## config.mk

```make
export PLATFORM = sky130hd
export DESIGN_NAME = tgi_queue
export DESIGN_NICKNAME = d
export VERILOG_FILES = /design/src/hdl/turtle_graphics_interpreter_macros.svh /design/src/hdl/tgi_pkg.sv /design/src/hdl/tgi_queue.sv
export SDC_FILE = /design/constraint.sdc
export NUM_CORES = 1
export LEC_CHECK = 0
export BUFFER_PORTS_ARGS = -buffer_cell sky130_fd_sc_hd__buf_2
export CORE_MARGIN = 5
export CORE_UTILIZATION = 54
export CTS_CLUSTER_DIAMETER = 200
export DETAILED_ROUTE_END_ITERATION = 6
export GPL_ROUTABILITY_DRIVEN = 0
export GPL_TIMING_DRIVEN = 0
export PLACE_DENSITY = 0.76
export SETUP_SLACK_MARGIN = 0.1
export SYNTH_ARGS = -nofsm -noshare
export SYNTH_HDL_FRONTEND = slang
export SYNTH_SLANG_ARGS = --single-unit
```

## constraint.sdc

```tcl
create_clock -name clk_i -period 2.4 [get_ports clk_i]
set_clock_uncertainty 0.1 [all_clocks]
set_input_delay 0.48 -clock clk_i [delete_from_list [all_inputs] [get_ports clk_i]]
set_output_delay 0.48 -clock clk_i [all_outputs]
set_load 0.05 [all_outputs]
```

## src/hdl/turtle_graphics_interpreter_macros.svh

```systemverilog
// Assertion helpers for the turtle interpreter.
`ifndef TURTLE_GRAPHICS_INTERPRETER_MACROS_SVH
`define TURTLE_GRAPHICS_INTERPRETER_MACROS_SVH

`ifndef SYNTHESIS
`define TGI_ASSERT(lbl, prop) \
  lbl: assert property (@(posedge clk_i) disable iff (!rst_ni) prop) \
    else $error("turtle_graphics_interpreter: assertion failed");
`define TGI_ASSERT_NEXT(lbl, ante, cons) \
  lbl: assert property (@(posedge clk_i) disable iff (!rst_ni) (ante) |=> (cons)) \
    else $error("turtle_graphics_interpreter: assertion failed");
`else
`define TGI_ASSERT(lbl, prop)
`define TGI_ASSERT_NEXT(lbl, ante, cons)
`endif

`endif

```

## src/hdl/tgi_pkg.sv

```systemverilog
package tgi_pkg;

  typedef enum logic [2:0] {
    OP_BEGIN,
    OP_LEFT,
    OP_RIGHT,
    OP_FWD,
    OP_PUSH,
    OP_POP
  } op_e;

  localparam int QUEUE_DEPTH = 4;

  localparam logic [1:0] KIND_POINT     = 2'd0;
  localparam logic [1:0] KIND_SEPARATOR = 2'd1;
  localparam logic [1:0] KIND_OVERFLOW  = 2'd2;
  localparam logic [1:0] KIND_UNDERFLOW = 2'd3;

  localparam logic [1:0] CFG_TURN_STEP     = 2'd0;
  localparam logic [1:0] CFG_START_HEADING = 2'd1;
  localparam logic [1:0] CFG_START_X       = 2'd2;
  localparam logic [1:0] CFG_START_Y       = 2'd3;

  localparam logic [6:0] HEADINGS      = 7'd72;
  localparam logic [6:0] HEADING_RESET = 7'd5;

  typedef struct packed {
    logic [6:0]  turn_step;
    logic [6:0]  start_heading;
    logic [31:0] start_x;
    logic [31:0] start_y;
  } cfg_t;

  // cos(5k deg), k = 0..18, with 24 fraction bits
  function automatic logic [24:0] cos_rom(input logic [4:0] idx);
    logic [24:0] v;
    case (idx)
      5'd0:    v = 25'd16777216;
      5'd1:    v = 25'd16713374;
      5'd2:    v = 25'd16522332;
      5'd3:    v = 25'd16205546;
      5'd4:    v = 25'd15765426;
      5'd5:    v = 25'd15205322;
      5'd6:    v = 25'd14529495;
      5'd7:    v = 25'd13743091;
      5'd8:    v = 25'd12852093;
      5'd9:    v = 25'd11863283;
      5'd10:   v = 25'd10784187;
      5'd11:   v = 25'd9623016;
      5'd12:   v = 25'd8388608;
      5'd13:   v = 25'd7090358;
      5'd14:   v = 25'd5738146;
      5'd15:   v = 25'd4342263;
      5'd16:   v = 25'd2913333;
      5'd17:   v = 25'd1462231;
      default: v = 25'd0;
    endcase
    return v;
  endfunction

endpackage

```

## src/hdl/tgi_queue.sv

```systemverilog
module tgi_queue (
  input  logic         clk_i,
  input  logic         rst_ni,
  input  logic         push_valid_i,
  output logic         push_ready_o,
  input  tgi_pkg::op_e push_op_i,
  output logic         pop_valid_o,
  input  logic         pop_ready_i,
  output tgi_pkg::op_e pop_op_o
);

  localparam int PW = $clog2(tgi_pkg::QUEUE_DEPTH);
  localparam int CW = $clog2(tgi_pkg::QUEUE_DEPTH + 1);
  localparam logic [CW-1:0] FULL = CW'(tgi_pkg::QUEUE_DEPTH);
  localparam logic [PW-1:0] LAST = PW'(tgi_pkg::QUEUE_DEPTH - 1);

  tgi_pkg::op_e  entry_q [tgi_pkg::QUEUE_DEPTH];
  logic [PW-1:0] wr_ptr_q, wr_ptr_d, rd_ptr_q, rd_ptr_d;
  logic [CW-1:0] count_q, count_d;
  logic          do_push, do_pop;

  assign push_ready_o = (count_q != FULL);
  assign pop_valid_o  = (count_q != '0);
  assign pop_op_o     = entry_q[rd_ptr_q];
  assign do_push      = push_valid_i && push_ready_o;
  assign do_pop       = pop_valid_o && pop_ready_i;

  always_comb begin
    wr_ptr_d = wr_ptr_q;
    rd_ptr_d = rd_ptr_q;
    count_d  = count_q;
    if (do_push) begin
      wr_ptr_d = (wr_ptr_q == LAST) ? '0 : wr_ptr_q + 1'b1;
    end
    if (do_pop) begin
      rd_ptr_d = (rd_ptr_q == LAST) ? '0 : rd_ptr_q + 1'b1;
    end
    if (do_push && !do_pop) begin
      count_d = count_q + 1'b1;
    end else if (do_pop && !do_push) begin
      count_d = count_q - 1'b1;
    end
  end

  always_ff @(posedge clk_i or negedge rst_ni) begin
    if (!rst_ni) begin
      wr_ptr_q <= '0;
      rd_ptr_q <= '0;
      count_q  <= '0;
    end else begin
      wr_ptr_q <= wr_ptr_d;
      rd_ptr_q <= rd_ptr_d;
      count_q  <= count_d;
    end
  end

  always_ff @(posedge clk_i) begin
    if (do_push) begin
      entry_q[wr_ptr_q] <= push_op_i;
    end
  end

endmodule

```

==> results.rst <==
.. list-table::
   :header-rows: 1

   * - Metric
     - Value
   * - Pwr dens
     - 1320 mW/mm2
   * - Worst hold path depth
     - 1
   * - Seq pwr share
     - 42.9%
   * - Result of the run
     - completed
   * - Critical-path cell list
     - or3_4 -> nand2_4 -> ha_1 -> inv_1 -> fa_1 -> xor2_1 -> nor2_1 -> xor2_1
   * - Cell row count
     - 14
   * - Top-area cell type share of the netlist area
     - 41.1%
   * - Final worst-path cycle share
     - 90.4%
   * - Share of total power in the clock network
     - 11.9%
   * - Post-Synthesis Net Count
     - 66
   * - Post-Layout Cell Count
     - between 80 and 90
   * - Layout net count
     - 83
   * - Flip-flop and latch count after synthesis
     - 19
   * - Final routed DRC violation total
     - 0
   * - Critical Path Max Stage Delay
     - 0.45 ns
   * - Launching element type of the critical path
     - flop
   * - Worst Setup Path Type
     - flop to flop
   * - Hold Startpoint
     - push_op_i[2]
   * - Final hold vios
     - 0
   * - Cells after Synth
     - 52
   * - Routed via count
     - 447
   * - Crit Reg-Reg Startpoint
     - count_q[2]$_DFFE_PN0P_
   * - Cell with the most instances on the worst path
     - sky130_fd_sc_hd__xor2_1
   * - Highest clock rate
     - between 0.4 and 0.5 GHz
   * - Post-CTS Setup Inserts
     - 0
   * - Core Region
     - 0.00152 mm2
   * - Boundary Pins
     - 12
   * - Sequential fraction of the synthesis area
     - 61.1%
   * - CTS tree
     - built
   * - Antenna Nets Post-Route
     - 0
   * - Switching power total
     - 0.528 mW
   * - Library cell with the largest summed area after synthesis
     - sky130_fd_sc_hd__edfxtp_1
   * - Critical path required time
     - 2.53 ns
   * - Largest net degree at the start of global routing
     - 12
   * - Yosys synthesis warning count
     - 0
   * - Residual overflow from global routing
     - 0
   * - Internal power contribution
     - about 0.78 mW
   * - Critical R2R Capture
     - count_q[2]$_DFFE_PN0P_
   * - Cell area after technology mapping
     - 877 um2
   * - EDFF count, synth
     - 12
   * - Clock Latency Late Sink
     - 0.29 ns
   * - Floorplan die height
     - 50.3 um
   * - Tightest Hold Check Type
     - input pin to flop
   * - Wire length on met2
     - 641 um
   * - HPWL reported at the end of detailed placement
     - 977 um
   * - Number of global-route vias before repair
     - 461
   * - Synth Flop Type
     - sky130_fd_sc_hd__edfxtp_1
   * - Clock buffer count from CTS
     - 3
   * - Number of I/O port buffers
     - 11
   * - Top routing layer in use
     - met4
   * - Initial core utilization
     - between 50 and 60%
   * - Distinct cells, synth
     - 16
   * - Clock root buffer
     - sky130_fd_sc_hd__clkbuf_4
   * - Number of fill cells
     - 110
   * - Worst Reg2Reg Path Length in Cells
     - 8
   * - Relative max-transition margin
     - slightly below 80%
   * - Post-Syn Area per Cell
     - 16.9 um2
   * - Total number of clock tree sinks
     - 19
   * - Post-layout minimum cycle time
     - ~2.2 ns
   * - Level count of the clock H-tree
     - 1
   * - Share of final-layout standard cells stronger than drive strength 1
     - between 30% and 40%
   * - Fin. max-slew vios
     - 0
   * - Post-cts gate resize count
     - 0
   * - First drt pass iteration count
     - 4
   * - Transition time at the pin with the least slew margin
     - 0.316 ns
   * - Antenna violations before repair
     - 0
   * - CTS max path bufs
     - 2
   * - Cell with the largest stage delay on the worst path
     - sky130_fd_sc_hd__dfrtp_1
   * - Leading post-synthesis cells by cell area
     - sky130_fd_sc_hd__edfxtp_1 41%, sky130_fd_sc_hd__dfrtp_1 20%, sky130_fd_sc_hd__ha_1 8.6%
   * - Metal-1 WL
     - 511 um
   * - Critical Path AT
     - 2.30 ns
   * - Post-Place Cells
     - 79
   * - Wire length after detailed routing
     - 1.23 mm
   * - Total Routing Usage GR
     - between 10 and 15%
   * - Routed length per placed instance
     - 14.6 um
   * - Hold buffers post-CTS
     - 1
   * - Kind of end point of the critical path
     - flop
   * - Final setup fails
     - 0
   * - Clock-pin slew reported for the worst setup and hold paths after clock tree synthesis
     - 0.11 ns
   * - Setup_tns
     - 0 ns
   * - Via density per instance
     - 5.32
   * - Logic gate share of total power
     - a little under half
   * - Horizontal die dimension
     - 50.3 um
   * - First-pass GRT wire length
     - 2.08 mm
   * - Worst ir drop on vdd
     - 0.771 mV
   * - Fraction of power spent switching nets
     - between 40% and 50%
   * - Met3 routed WL
     - a little over 60 um
   * - Max-cap viol count
     - 0
   * - R2R setup slack
     - 0.23 ns
   * - Total die area
     - around 0.0025 mm2
   * - Async SR Flop Fraction
     - 36.8%
   * - Setup repair after global routing missed its margin
     - false
   * - End of the worst hold path
     - entry_q[1][2]$_DFFE_PP_
   * - Standby leakage power
     - a little over 0.4 nW
   * - Detailed router's first-iteration violation count
     - 3
   * - Synth-to-layout area growth
     - 12.8%
   * - Antenna diode count
     - 0
   * - Crit path max fanout
     - 4
==> worst max path at each step <==
stage	from	to	depth (start not counted)	slack [ns]
6_report	count_q[2]$_DFFE_PN0P_	count_q[2]$_DFFE_PN0P_	8	0.23
3_5_place_dp	count_q[2]$_DFFE_PN0P_	count_q[2]$_DFFE_PN0P_	8	0.26
2_1_floorplan	count_q[2]$_DFFE_PN0P_	count_q[2]$_DFFE_PN0P_	8	0.24
5_1_grt	count_q[0]$_DFFE_PN0P_	count_q[2]$_DFFE_PN0P_	8	0.12
4_1_cts	count_q[0]$_DFFE_PN0P_	count_q[2]$_DFFE_PN0P_	8	0.22
3_3_place_gp	count_q[2]$_DFFE_PN0P_	count_q[2]$_DFFE_PN0P_	8	0.28
==> worst max-delay path, delay by kind of cell (launching register included) <==
| kind | cells | cell delay, ns |
|---|---|---|
| AND/OR/NAND/NOR | 3 | 0.63 |
| adder cells (fa/ha/maj) | 2 | 0.56 |
| flip-flops | 1 | 0.45 |
| XOR/XNOR | 2 | 0.30 |
| buffers and inverters | 1 | 0.07 |
==> metal layers <==
layer  global-route usage [%]  vias up
li1                         -      218
met1                     13.6      217
met2                     17.8       10
met3                     2.07        2
met4                     6.38        0
met5                        0        -
==> through the flow <==
stage / setup WS, ns / hold WS [ns] / area, um2 / utilization [%] / power [mW]
final: 0.231 / 0.303 / 990 / 64.9 / 1.30
after global routing: 0.115 / 0.282 / 990 / 64.9 / 1.40
after CTS: 0.217 / 0.296 / 990 / 64.9 / 1.32
after detailed placement: 0.259 / 0.225 / 952 / 62.5 / 1.16
after global placement: 0.284 / 0.224 / 952 / 62.5 / 1.14
after floorplan: 0.239 / 0.0844 / 877 / - / 1.04
==> synthesized netlist by cell type, types with 2 or more instances <==
cell / number
sky130_fd_sc_hd__mux4_2: 3
sky130_fd_sc_hd__nor2_1: 4
sky130_fd_sc_hd__ha_1: 6
sky130_fd_sc_hd__inv_1: 3
sky130_fd_sc_hd__edfxtp_1: 12
sky130_fd_sc_hd__mux2_4: 2
sky130_fd_sc_hd__mux2_2: 3
sky130_fd_sc_hd__dfrtp_1: 7
sky130_fd_sc_hd__and2_1: 4
sky130_fd_sc_hd__xor2_1: 2
==> area by class of cell <==
type | count | area [um2] | area share, %
Clock buffer | 3 | 22.5 | 2.28
Multi-Input combinational cell | 30 | 330 | 33.4
Inverter | 3 | 11.3 | 1.14
Timing Repair Buffer | 12 | 65.1 | 6.57
Clock inverter | 1 | 5.00 | 0.506
Tap cell | 16 | 20.0 | 2.02
Sequential cell | 19 | 536 | 54.1
==> cells by family (layout without fill, tap and decap cells) <==
kind of cell | count (synthesis) | after routing | share of synthesized area (%)
AOI/OAI and AO/OA | 1 | 1 | 1.28
xor gates and xnor gates | 3 | 3 | 3.00
adders and majority gates | 7 | 7 | 10.8
buffers and inverters | 3 | 19 | 1.28
DFF | 19 | 19 | 61.1
muxes | 8 | 8 | 15.0
and+or+nand+nor | 11 | 11 | 7.56
==> power by group through the flow <==
stage               Clock (mW)  Combinational (mW)  Sequential (mW)
CTS                      0.161               0.598            0.561
finish                   0.155               0.588            0.559
global route             0.177               0.644            0.582
detailed placement           0               0.597            0.567
floorplan                    0               0.497            0.542
global placement             0               0.575            0.563
==> registers in the layout, summed over array words and instances (netlist names) <==
signal    flops
count_q       3
entry_q      12
rd_ptr_q      2
wr_ptr_q      2
==> cells in the final DEF, fill, tap and decap left out, drive strengths merged <==
cell type	instances
inv	3
dlygate4sd3	1
fa	1
edfxtp	12
nor2	4
xnor2	1
or3	1
clkbuf	3
buf	11
a21boi	1
and2	4
clkinv	1
dfrtp	7
nand2	2
ha	6
xor2	2
mux2	5
mux4	3
(Power assumes the default switching activity.)
