$ cat src/hdl/turtle_graphics_interpreter_macros.svh
// Assertion helpers for the turtle interpreter.
`ifndef TURTLE_GRAPHICS_INTERPRETER_MACROS_SVH
`define TURTLE_GRAPHICS_INTERPRETER_MACROS_SVH

`ifndef SYNTHESIS
`define TGI_ASSERT(lbl, prop) \
  lbl: assert property (@(posedge clk_i) disable iff (!rst_ni) prop) \
    else $error("turtle_graphics_interpreter: assertion failed");
`define TGI_ASSERT_NEXT(lbl, ante, cons) \
  lbl: assert property (@(posedge clk_i) disable iff (!rst_ni) (ante) |=> (cons)) \
    else $error("turtle_graphics_interpreter: assertion failed");
`else
`define TGI_ASSERT(lbl, prop)
`define TGI_ASSERT_NEXT(lbl, ante, cons)
`endif

`endif

$ cat src/hdl/tgi_pkg.sv
package tgi_pkg;

  typedef enum logic [2:0] {
    OP_BEGIN,
    OP_LEFT,
    OP_RIGHT,
    OP_FWD,
    OP_PUSH,
    OP_POP
  } op_e;

  localparam int QUEUE_DEPTH = 4;

  localparam logic [1:0] KIND_POINT     = 2'd0;
  localparam logic [1:0] KIND_SEPARATOR = 2'd1;
  localparam logic [1:0] KIND_OVERFLOW  = 2'd2;
  localparam logic [1:0] KIND_UNDERFLOW = 2'd3;

  localparam logic [1:0] CFG_TURN_STEP     = 2'd0;
  localparam logic [1:0] CFG_START_HEADING = 2'd1;
  localparam logic [1:0] CFG_START_X       = 2'd2;
  localparam logic [1:0] CFG_START_Y       = 2'd3;

  localparam logic [6:0] HEADINGS      = 7'd72;
  localparam logic [6:0] HEADING_RESET = 7'd5;

  typedef struct packed {
    logic [6:0]  turn_step;
    logic [6:0]  start_heading;
    logic [31:0] start_x;
    logic [31:0] start_y;
  } cfg_t;

  // cos(5k deg), k = 0..18, with 24 fraction bits
  function automatic logic [24:0] cos_rom(input logic [4:0] idx);
    logic [24:0] v;
    case (idx)
      5'd0:    v = 25'd16777216;
      5'd1:    v = 25'd16713374;
      5'd2:    v = 25'd16522332;
      5'd3:    v = 25'd16205546;
      5'd4:    v = 25'd15765426;
      5'd5:    v = 25'd15205322;
      5'd6:    v = 25'd14529495;
      5'd7:    v = 25'd13743091;
      5'd8:    v = 25'd12852093;
      5'd9:    v = 25'd11863283;
      5'd10:   v = 25'd10784187;
      5'd11:   v = 25'd9623016;
      5'd12:   v = 25'd8388608;
      5'd13:   v = 25'd7090358;
      5'd14:   v = 25'd5738146;
      5'd15:   v = 25'd4342263;
      5'd16:   v = 25'd2913333;
      5'd17:   v = 25'd1462231;
      default: v = 25'd0;
    endcase
    return v;
  endfunction

endpackage

$ cat src/hdl/tgi_front.sv
module tgi_front (
  input  logic            clk_i,
  input  logic            rst_ni,
  input  logic            in_valid_i,
  output logic            in_ready_o,
  input  logic            action_i,
  input  logic [7:0]      symbol_i,
  output logic            op_valid_o,
  output tgi_pkg::op_e    op_o,
  input  logic            op_ready_i
);

  localparam logic [7:0] SYM_PLUS  = 8'h2B;
  localparam logic [7:0] SYM_MINUS = 8'h2D;
  localparam logic [7:0] SYM_FWD   = 8'h46;
  localparam logic [7:0] SYM_PUSH  = 8'h5B;
  localparam logic [7:0] SYM_POP   = 8'h5D;

  logic         op_valid_q, op_valid_d;
  tgi_pkg::op_e op_q, op_d;
  tgi_pkg::op_e dec_op;
  logic         dec_known;
  logic         accept;

  always_comb begin
    dec_op    = tgi_pkg::OP_BEGIN;
    dec_known = 1'b1;
    if (action_i) begin
      unique case (symbol_i)
        SYM_PLUS:  dec_op = tgi_pkg::OP_LEFT;
        SYM_MINUS: dec_op = tgi_pkg::OP_RIGHT;
        SYM_FWD:   dec_op = tgi_pkg::OP_FWD;
        SYM_PUSH:  dec_op = tgi_pkg::OP_PUSH;
        SYM_POP:   dec_op = tgi_pkg::OP_POP;
        default:   dec_known = 1'b0;
      endcase
    end
  end

  assign in_ready_o = !op_valid_q || op_ready_i;
  assign accept     = in_valid_i && in_ready_o;

  // unknown symbols are taken and dropped here
  always_comb begin
    op_valid_d = op_valid_q && !op_ready_i;
    op_d       = op_q;
    if (accept) begin
      op_valid_d = dec_known;
      op_d       = dec_op;
    end
  end

  always_ff @(posedge clk_i or negedge rst_ni) begin
    if (!rst_ni) begin
      op_valid_q <= 1'b0;
      op_q       <= tgi_pkg::OP_BEGIN;
    end else begin
      op_valid_q <= op_valid_d;
      op_q       <= op_d;
    end
  end

  assign op_valid_o = op_valid_q;
  assign op_o       = op_q;

endmodule

$ cat config.mk
export PLATFORM = sky130hd
export DESIGN_NAME = tgi_front
export DESIGN_NICKNAME = d
export VERILOG_FILES = /design/src/hdl/turtle_graphics_interpreter_macros.svh /design/src/hdl/tgi_pkg.sv /design/src/hdl/tgi_front.sv
export SDC_FILE = /design/constraint.sdc
export NUM_CORES = 1
export LEC_CHECK = 0
export BUFFER_PORTS_ARGS = -buffer_cell sky130_fd_sc_hd__buf_2
export CAP_MARGIN = 10
export CORE_AREA = 2 2 39 41
export CTS_CLUSTER_SIZE = 24
export DETAILED_ROUTE_END_ITERATION = 7
export DIE_AREA = 0 0 41 43
export PLACE_DENSITY = 0.43
export SYNTH_ARGS = -nofsm -noshare
export SYNTH_HDL_FRONTEND = slang
export SYNTH_SLANG_ARGS = --single-unit
export TNS_END_PERCENT = 20
$ cat constraint.sdc
create_clock -name clk_i -period 1.18 [get_ports clk_i]
set_input_delay 0.177 -clock clk_i [delete_from_list [all_inputs] [get_ports clk_i]]
set_output_delay 0.177 -clock clk_i [all_outputs]
set_load 0.01 [all_outputs]
==> results_dict.tcl, run 1 <==
set metrics [dict create \
    status "finished with violations" \
    violations "negative setup slack" \
    cell_internal_pwr_mw 0.315 \
    avgSynthCellArea_sq_um 9.06 \
    switchingPower_mw 0.102 \
    chipWidth_um 41 \
    path_cells "buf_6 > or4b_4 > or4b_4 > and3_4 > a32oi_1" \
    power_frac_clock_pct 40.3 \
    seqPwrFrac_pct 35.8 \
    clk_latency_ps 240 \
    layout_commonest_cell "buf_2" \
    maxSlewViolCount 0 \
    root_buffer "clkbuf_4" \
    cp.arrival_ps 1660 \
    switching_share_pct 24.4 \
    drv_cap 0 \
    vias 327 \
    rows 14 \
    maxSlewHeadroom_pct 76.4 \
    drtIter0Drc 2 \
    period_needed_ps 1510 \
    worst_hold_path_type "in -> reg" \
    period_share_pct 128 \
    wl_per_cell_um 10.6 \
    syn2layout_area_growth_pct 79.0 \
    initial_core_util_pct 19.0 \
    grt_pass1_vias 326 \
    synth_seq_cells 4 \
    n_antenna_cell 0 \
    r2r_start "op_valid_o" \
    grt-ovfl-total 0 \
    slowest_delay_ps 530 \
    detail-route-antenna-nets 0 \
    syn-num-nets 42 \
    cts.sinks 4 \
    grt_max_degree 7 \
    leakagePower_nw 0.232 \
    drive_gt1_share_pct 54.5 \
    synth_warnings 0 \
    io_buffers 17 \
    num_io_pins 18 \
    start_kind "input pin" \
    hold_violations 0 \
    hpwl_um 640 \
    layout_common_cells "buf_2, buf_4, nand2_1, dfrtp_1" \
    crit_required_ps 1330 \
    ys_seq_area_share_pct 38.1 \
    finalWorstSetupSlack_ps -328 \
    multi_input_area_sq_um 179 \
    holdPathStages 2 \
    clock_tree.buffer_depth 2 \
    max-vdd-ir-drop_uv 233 \
    comb_power_share_pct 23.9 \
    path_clk_slew_ps 30 \
    synthCells 29 \
    nFillCells 147 \
    dr.pass1.iters 4 \
    cts_htree_levels 1 \
    fin_skew_ps 2.19 \
    crit_end "op_valid_o" \
    coreArea_sq_um 1380 \
    cp_slowest_cell "or4b_4" \
    crit_type "in -> reg" \
    setup_viol_count_final 2 \
    dieHeight_um 43 \
    track_usage_pct 9.94 \
    antenna_found_initial 0 \
    p_total_mw 0.417 \
    worstMarginPinSlew_ps 350 \
    yosysUniqueCellTypes 18 \
    via_per_inst 4.61 \
    tns_ps -548 \
    layout.nets 70 \
    path_max_fanout 2 \
    r2r_cells 4 \
    netlist_area_sq_um 263 \
    gp_congestion 0.642 \
    drt_wl_total_um 755 \
    drcViolationCount 0 \
    r2r-end "op_o[0]" \
    r2r_slack_ps 190 \
    die_area_sq_um 1760 \
    cp-startpoint "symbol_i[4]" \
    rsz0062_at_grt "true" \
    power_density_nw_per_um2 886 \
    post-cts-setup-buffers 0 \
    cts_tree "yes" \
    grt_pass1_wl_mm 1.14 \
    max_freq_ghz 0.663 \
    cts_buffers 3 \
    ff_latch_area_sq_um 100 \
    crit_path_frequent_cell "or4b_4" \
    endpoint_kind "flip-flop" \
]
-- sequential cells by signal (all words and copies together), names as in the netlist --
name        count
op_o            3
op_valid_o      1
-- synthesized netlist by cell type --
master / number / area (sq um)
dfrtp_1: 4 / 100
nand2_1: 4 / 15.0
o21ai_0: 3 / 15.0
nand3_1: 2 / 10.0
nor3b_1: 2 / 15.0
or4b_1: 2 / 20.0
a32oi_1: 1 / 8.76
a41oi_1: 1 / 8.76
and2_1: 1 / 6.26
and3_1: 1 / 6.26
and3_2: 1 / 7.51
inv_1: 1 / 3.75
mux2i_1: 1 / 10.0
nand2b_1: 1 / 6.26
nor3_1: 1 / 5.00
nor4b_1: 1 / 8.76
o211ai_1: 1 / 7.51
xor2_1: 1 / 8.76
-- final cells by class --
cell class | count | share of cell area [%]
flip-flops and latches | 4 | 21.3
clock buffers | 3 | 4.79
repair buffers | 23 | 30.9
multi-input cells | 24 | 38.0
inverters | 1 | 0.798
well taps | 16 | 4.26
-- stage by stage --
step,std cells,hold slack (ps),setup slack (ps),utilization [%],instance area (sq um)
detailed placement,67,-14.1,-595,29.3,405
global route,71,212,-363,34.0,470
global placement,67,-12.4,-596,29.3,405
floorplan,29,-119,-454,-,263
CTS,71,195,-309,33.0,457
finish,71,202,-328,34.0,470
-- routing by layer --
metal  GRT usage [%]  routed length, um  vias up
met2            16.6                365       20
met1            9.00                280      141
met5               0                  0        -
met3            1.57                 89        2
li1                -                  -      164
met4            10.0                 20        0
-- timing repair --
item,CTS,global route
hold buffers,1,0
hold endpoints to repair,4,0
resized for setup,4,2
setup endpoints to repair,2,4
pin swaps,3,0
-- power by group through the flow --
stage	combinational (mW)	clock (mW)	sequential, mW
floorplan	0.0283	0	0.153
detailed placement	0.0865	0	0.149
global route	0.111	0.180	0.150
finish	0.0995	0.168	0.149
CTS	0.0955	0.176	0.148
global placement	0.0870	0	0.149
-- critical path: cells and delay by family --
family	cells	cell delay, ps
and+or+nand+nor	3	1220
buffers and inverters	1	90
AOI/OAI and AO/OA	1	170
-- worst min-delay path by stage --
| stage | from | endpoint |
|---|---|---|
| floorplan | rst_ni | op_o[0] |
| global placement | rst_ni | op_o[2] |
| detailed placement | rst_ni | op_o[2] |
| CTS | in_valid_i | op_valid_o |
| global route | in_valid_i | op_valid_o |
| finish | in_valid_i | op_o[0] |
-- cell families (layout without fill, tap and decap cells) --
group | Yosys count | in the layout | synth area share (%)
xor gates and xnor gates | 1 | 1 | 3.33
and+or+nand+nor | 16 | 16 | 38.1
DFF | 4 | 4 | 38.1
buffers and inverters | 1 | 27 | 1.43
muxes | 1 | 1 | 3.81
AOI/OAI and AO/OA | 6 | 6 | 15.2
Note: power is estimated with default switching activity, not from simulation.
==> run 2: changes to the inputs <==
--- a/config.mk
+++ b/config.mk
@@ -5,13 +5,14 @@
 export SDC_FILE = /design/constraint.sdc
 export NUM_CORES = 1
 export LEC_CHECK = 0
+export ABC_AREA = 1
 export BUFFER_PORTS_ARGS = -buffer_cell sky130_fd_sc_hd__buf_2
 export CAP_MARGIN = 10
 export CORE_AREA = 2 2 39 41
 export CTS_CLUSTER_SIZE = 24
 export DETAILED_ROUTE_END_ITERATION = 7
 export DIE_AREA = 0 0 41 43
-export PLACE_DENSITY = 0.43
+export PLACE_DENSITY = 0.48
 export SYNTH_ARGS = -nofsm -noshare
 export SYNTH_HDL_FRONTEND = slang
 export SYNTH_SLANG_ARGS = --single-unit
==> run 2 against run 1 <==
  * The flow now finishes without violations
  * Count of clock-buffer cells in the layout is the same
  * Clock skew grew 0.65 ps
  * Cell area shrank 3.2%
  * Fmax is 53% higher
  * Critical path type is now reg -> reg
==> results_dict.tcl, run 2 <==
set metrics [dict create \
    cts_tree "yes" \
    coreArea_sq_um 1380 \
    detail-route-antenna-nets 0 \
    largest_reg_flops 3 \
    synthCells 52 \
    drv_cap 0 \
    crit_required_ps 1300 \
    maxSlewViolCount 0 \
    synth_top_area_share_pct 31.5 \
    start_kind "flip-flop" \
    ys.flop_type "dfrtp_1" \
    drt_wl_total_um 662 \
    yosys-top-cells-count "nand2_1, inv_1, nor2_1" \
    cts_buffers 3 \
    period_share_pct 83.8 \
    endpoint_kind "flip-flop" \
    hold_violations 0 \
    via_per_inst 4.08 \
    max_freq_ghz 1.01 \
    synth-edff-count 0 \
    drive_gt1_share_pct 37.0 \
    holdPathStages 3 \
    dr.pass1.iters 2 \
    initial_core_util_pct 23.0 \
    power_density_nw_per_um2 849 \
    layout_common_cells "nand2_1, buf_2, inv_1, nor2_1, dfrtp_1" \
    nFillCells 170 \
    layout_commonest_cell "nand2_1" \
    max-vdd-ir-drop_uv 241 \
    period_needed_ps 989 \
    netlist_area_sq_um 318 \
    hpwl_um 603 \
    chipWidth_um 41 \
    drtIter0Drc 1 \
    synth_warnings 0 \
    die_area_sq_um 1760 \
    clk_latency_ps 230 \
    post-cts-setup-buffers 0 \
    r2r_slack_ps 190 \
    avgSynthCellArea_sq_um 6.11 \
    synth_seq_cells 4 \
    maxSlewHeadroom_pct 87.6 \
    leakagePower_nw 0.282 \
    grt_pass1_wl_mm 1.14 \
    io_buffers 17 \
    clock_tree.buffer_depth 2 \
    ctsHoldBuffers 1 \
    antenna_found_initial 0 \
    worst_hold_path_type "in -> reg" \
    grt_max_degree 5 \
    r2r_start "op_valid_o" \
    min_from "in_valid_i" \
    ys_seq_area_share_pct 31.5 \
    fin_skew_ps 2.84 \
    dpl_cell_area_sq_um 423 \
    cts_htree_levels 1 \
    yosysUniqueCellTypes 13 \
    gp_congestion 0.651 \
    cp-startpoint "op_valid_o" \
    drcViolationCount 0 \
    holdWs_ps 169 \
    n_antenna_cell 0 \
    cp.arrival_ps 1100 \
    wl_per_cell_um 7.44 \
    synth_top_cell_by_area "dfrtp_1" \
    vias 363 \
    path_max_fanout 4 \
    track_usage_pct 9.02 \
    hold_end "op_valid_o" \
    final_area_sq_um 455 \
    status "finished, final reports clean" \
    r2r-end "op_o[1]" \
    r2r_cells 6 \
    root_buffer "clkbuf_4" \
    tns_ps 0 \
    syn2layout_area_growth_pct 43.3 \
    worstMarginPinSlew_ps 185 \
    crit_type "reg -> reg" \
    syn-num-nets 65 \
    rows 14 \
    rsz0062_at_grt "false" \
    dieHeight_um 43 \
    grt-ovfl-total 0 \
    num_io_pins 18 \
    ys_top_cells_by_area "dfrtp_1, nand2_1, inv_1" \
    path_clk_slew_ps 40 \
    synthArstFlopShare_pct 100 \
    cts_resized 0 \
    cts.sinks 4 \
    grt_pass1_vias 311 \
    layout.nets 88 \
    yosysMostFrequentCell "nand2_1" \
    setup_viol_count_final 0 \
]
-- run 2: cell count changes in the layout (fill, tap and decap cells not counted), sizes merged, moves of 2 or more --
cell / delta
and3: -2
buf: -5
inv: +8
nand2: +19
nand4: +2
nor2: +8
nor3b: -2
or4b: -2
-- run 2: cell families (layout without fill, tap and decap cells) --
kind of cell | after synthesis | count (layout) | share of synthesized area (%)
flip-flops | 4 | 4 | 31.5
AND/OR/NAND/NOR | 36 | 36 | 52.0
buffers and inverters | 9 | 30 | 10.6
AO/OA/AOI/OAI | 3 | 3 | 5.91
-- run 2: cell type report --
cell class / count / area [sq um] / share of cell area (%)
well taps: 16 / 20.0 / 4.40
multi-input cells: 39 / 184 / 40.4
repair buffers: 18 / 95.1 / 20.9
clock buffers: 3 / 22.5 / 4.95
flip-flops and latches: 4 / 100 / 22.0
inverters: 9 / 33.8 / 7.42
-- run 2: metal layers --
| layer | wire, um | GRT usage (%) | vias to the layer above |
|---|---|---|---|
| met4 | 0 | 4.00 | 0 |
| li1 | - | - | 201 |
| met2 | 289 | 14.4 | 15 |
| met3 | 68 | 1.57 | 0 |
| met5 | 0 | 0 | - |
| met1 | 304 | 11.2 | 147 |
-- run 2: critical path, stage by stage, from the launching register on --
cell,delay [ps]
dfrtp_1,340
nand2_2,70
nand2_1,120
inv_1,50
nand2_1,70
inv_1,50
a22o_1,180
-- run 2: report_power, final --
part	leakage, nW	switching [mW]	internal (mW)
logic	0.214	0.0455	0.0361
registers	0.0540	0.00205	0.142
clock network	0.0138	0.0479	0.113
total	0.282	0.0954	0.291
-- run 2: metrics by stage --
stage | std cells | power, mW | util [%] | setup WS [ps]
2_1_floorplan | 52 | 0.187 | - | 139
3_3_place_gp | 85 | 0.225 | 30.6 | 209
3_5_place_dp | 85 | 0.226 | 30.6 | 183
4_1_cts | 89 | 0.398 | 32.9 | 183
5_1_grt | 89 | 0.423 | 32.9 | 87.7
6_report | 89 | 0.387 | 32.9 | 191
-- run 2: worst max-delay path by stage --
stage | endpoint | slack (ps) | cells after the start
final | op_o[1] | 190 | 6
after global routing | op_o[1] | 90 | 6
after CTS | op_o[1] | 180 | 6
after detailed placement | op_o[1] | 180 | 6
after global placement | op_o[1] | 210 | 6
after floorplan | op_o[1] | 140 | 6
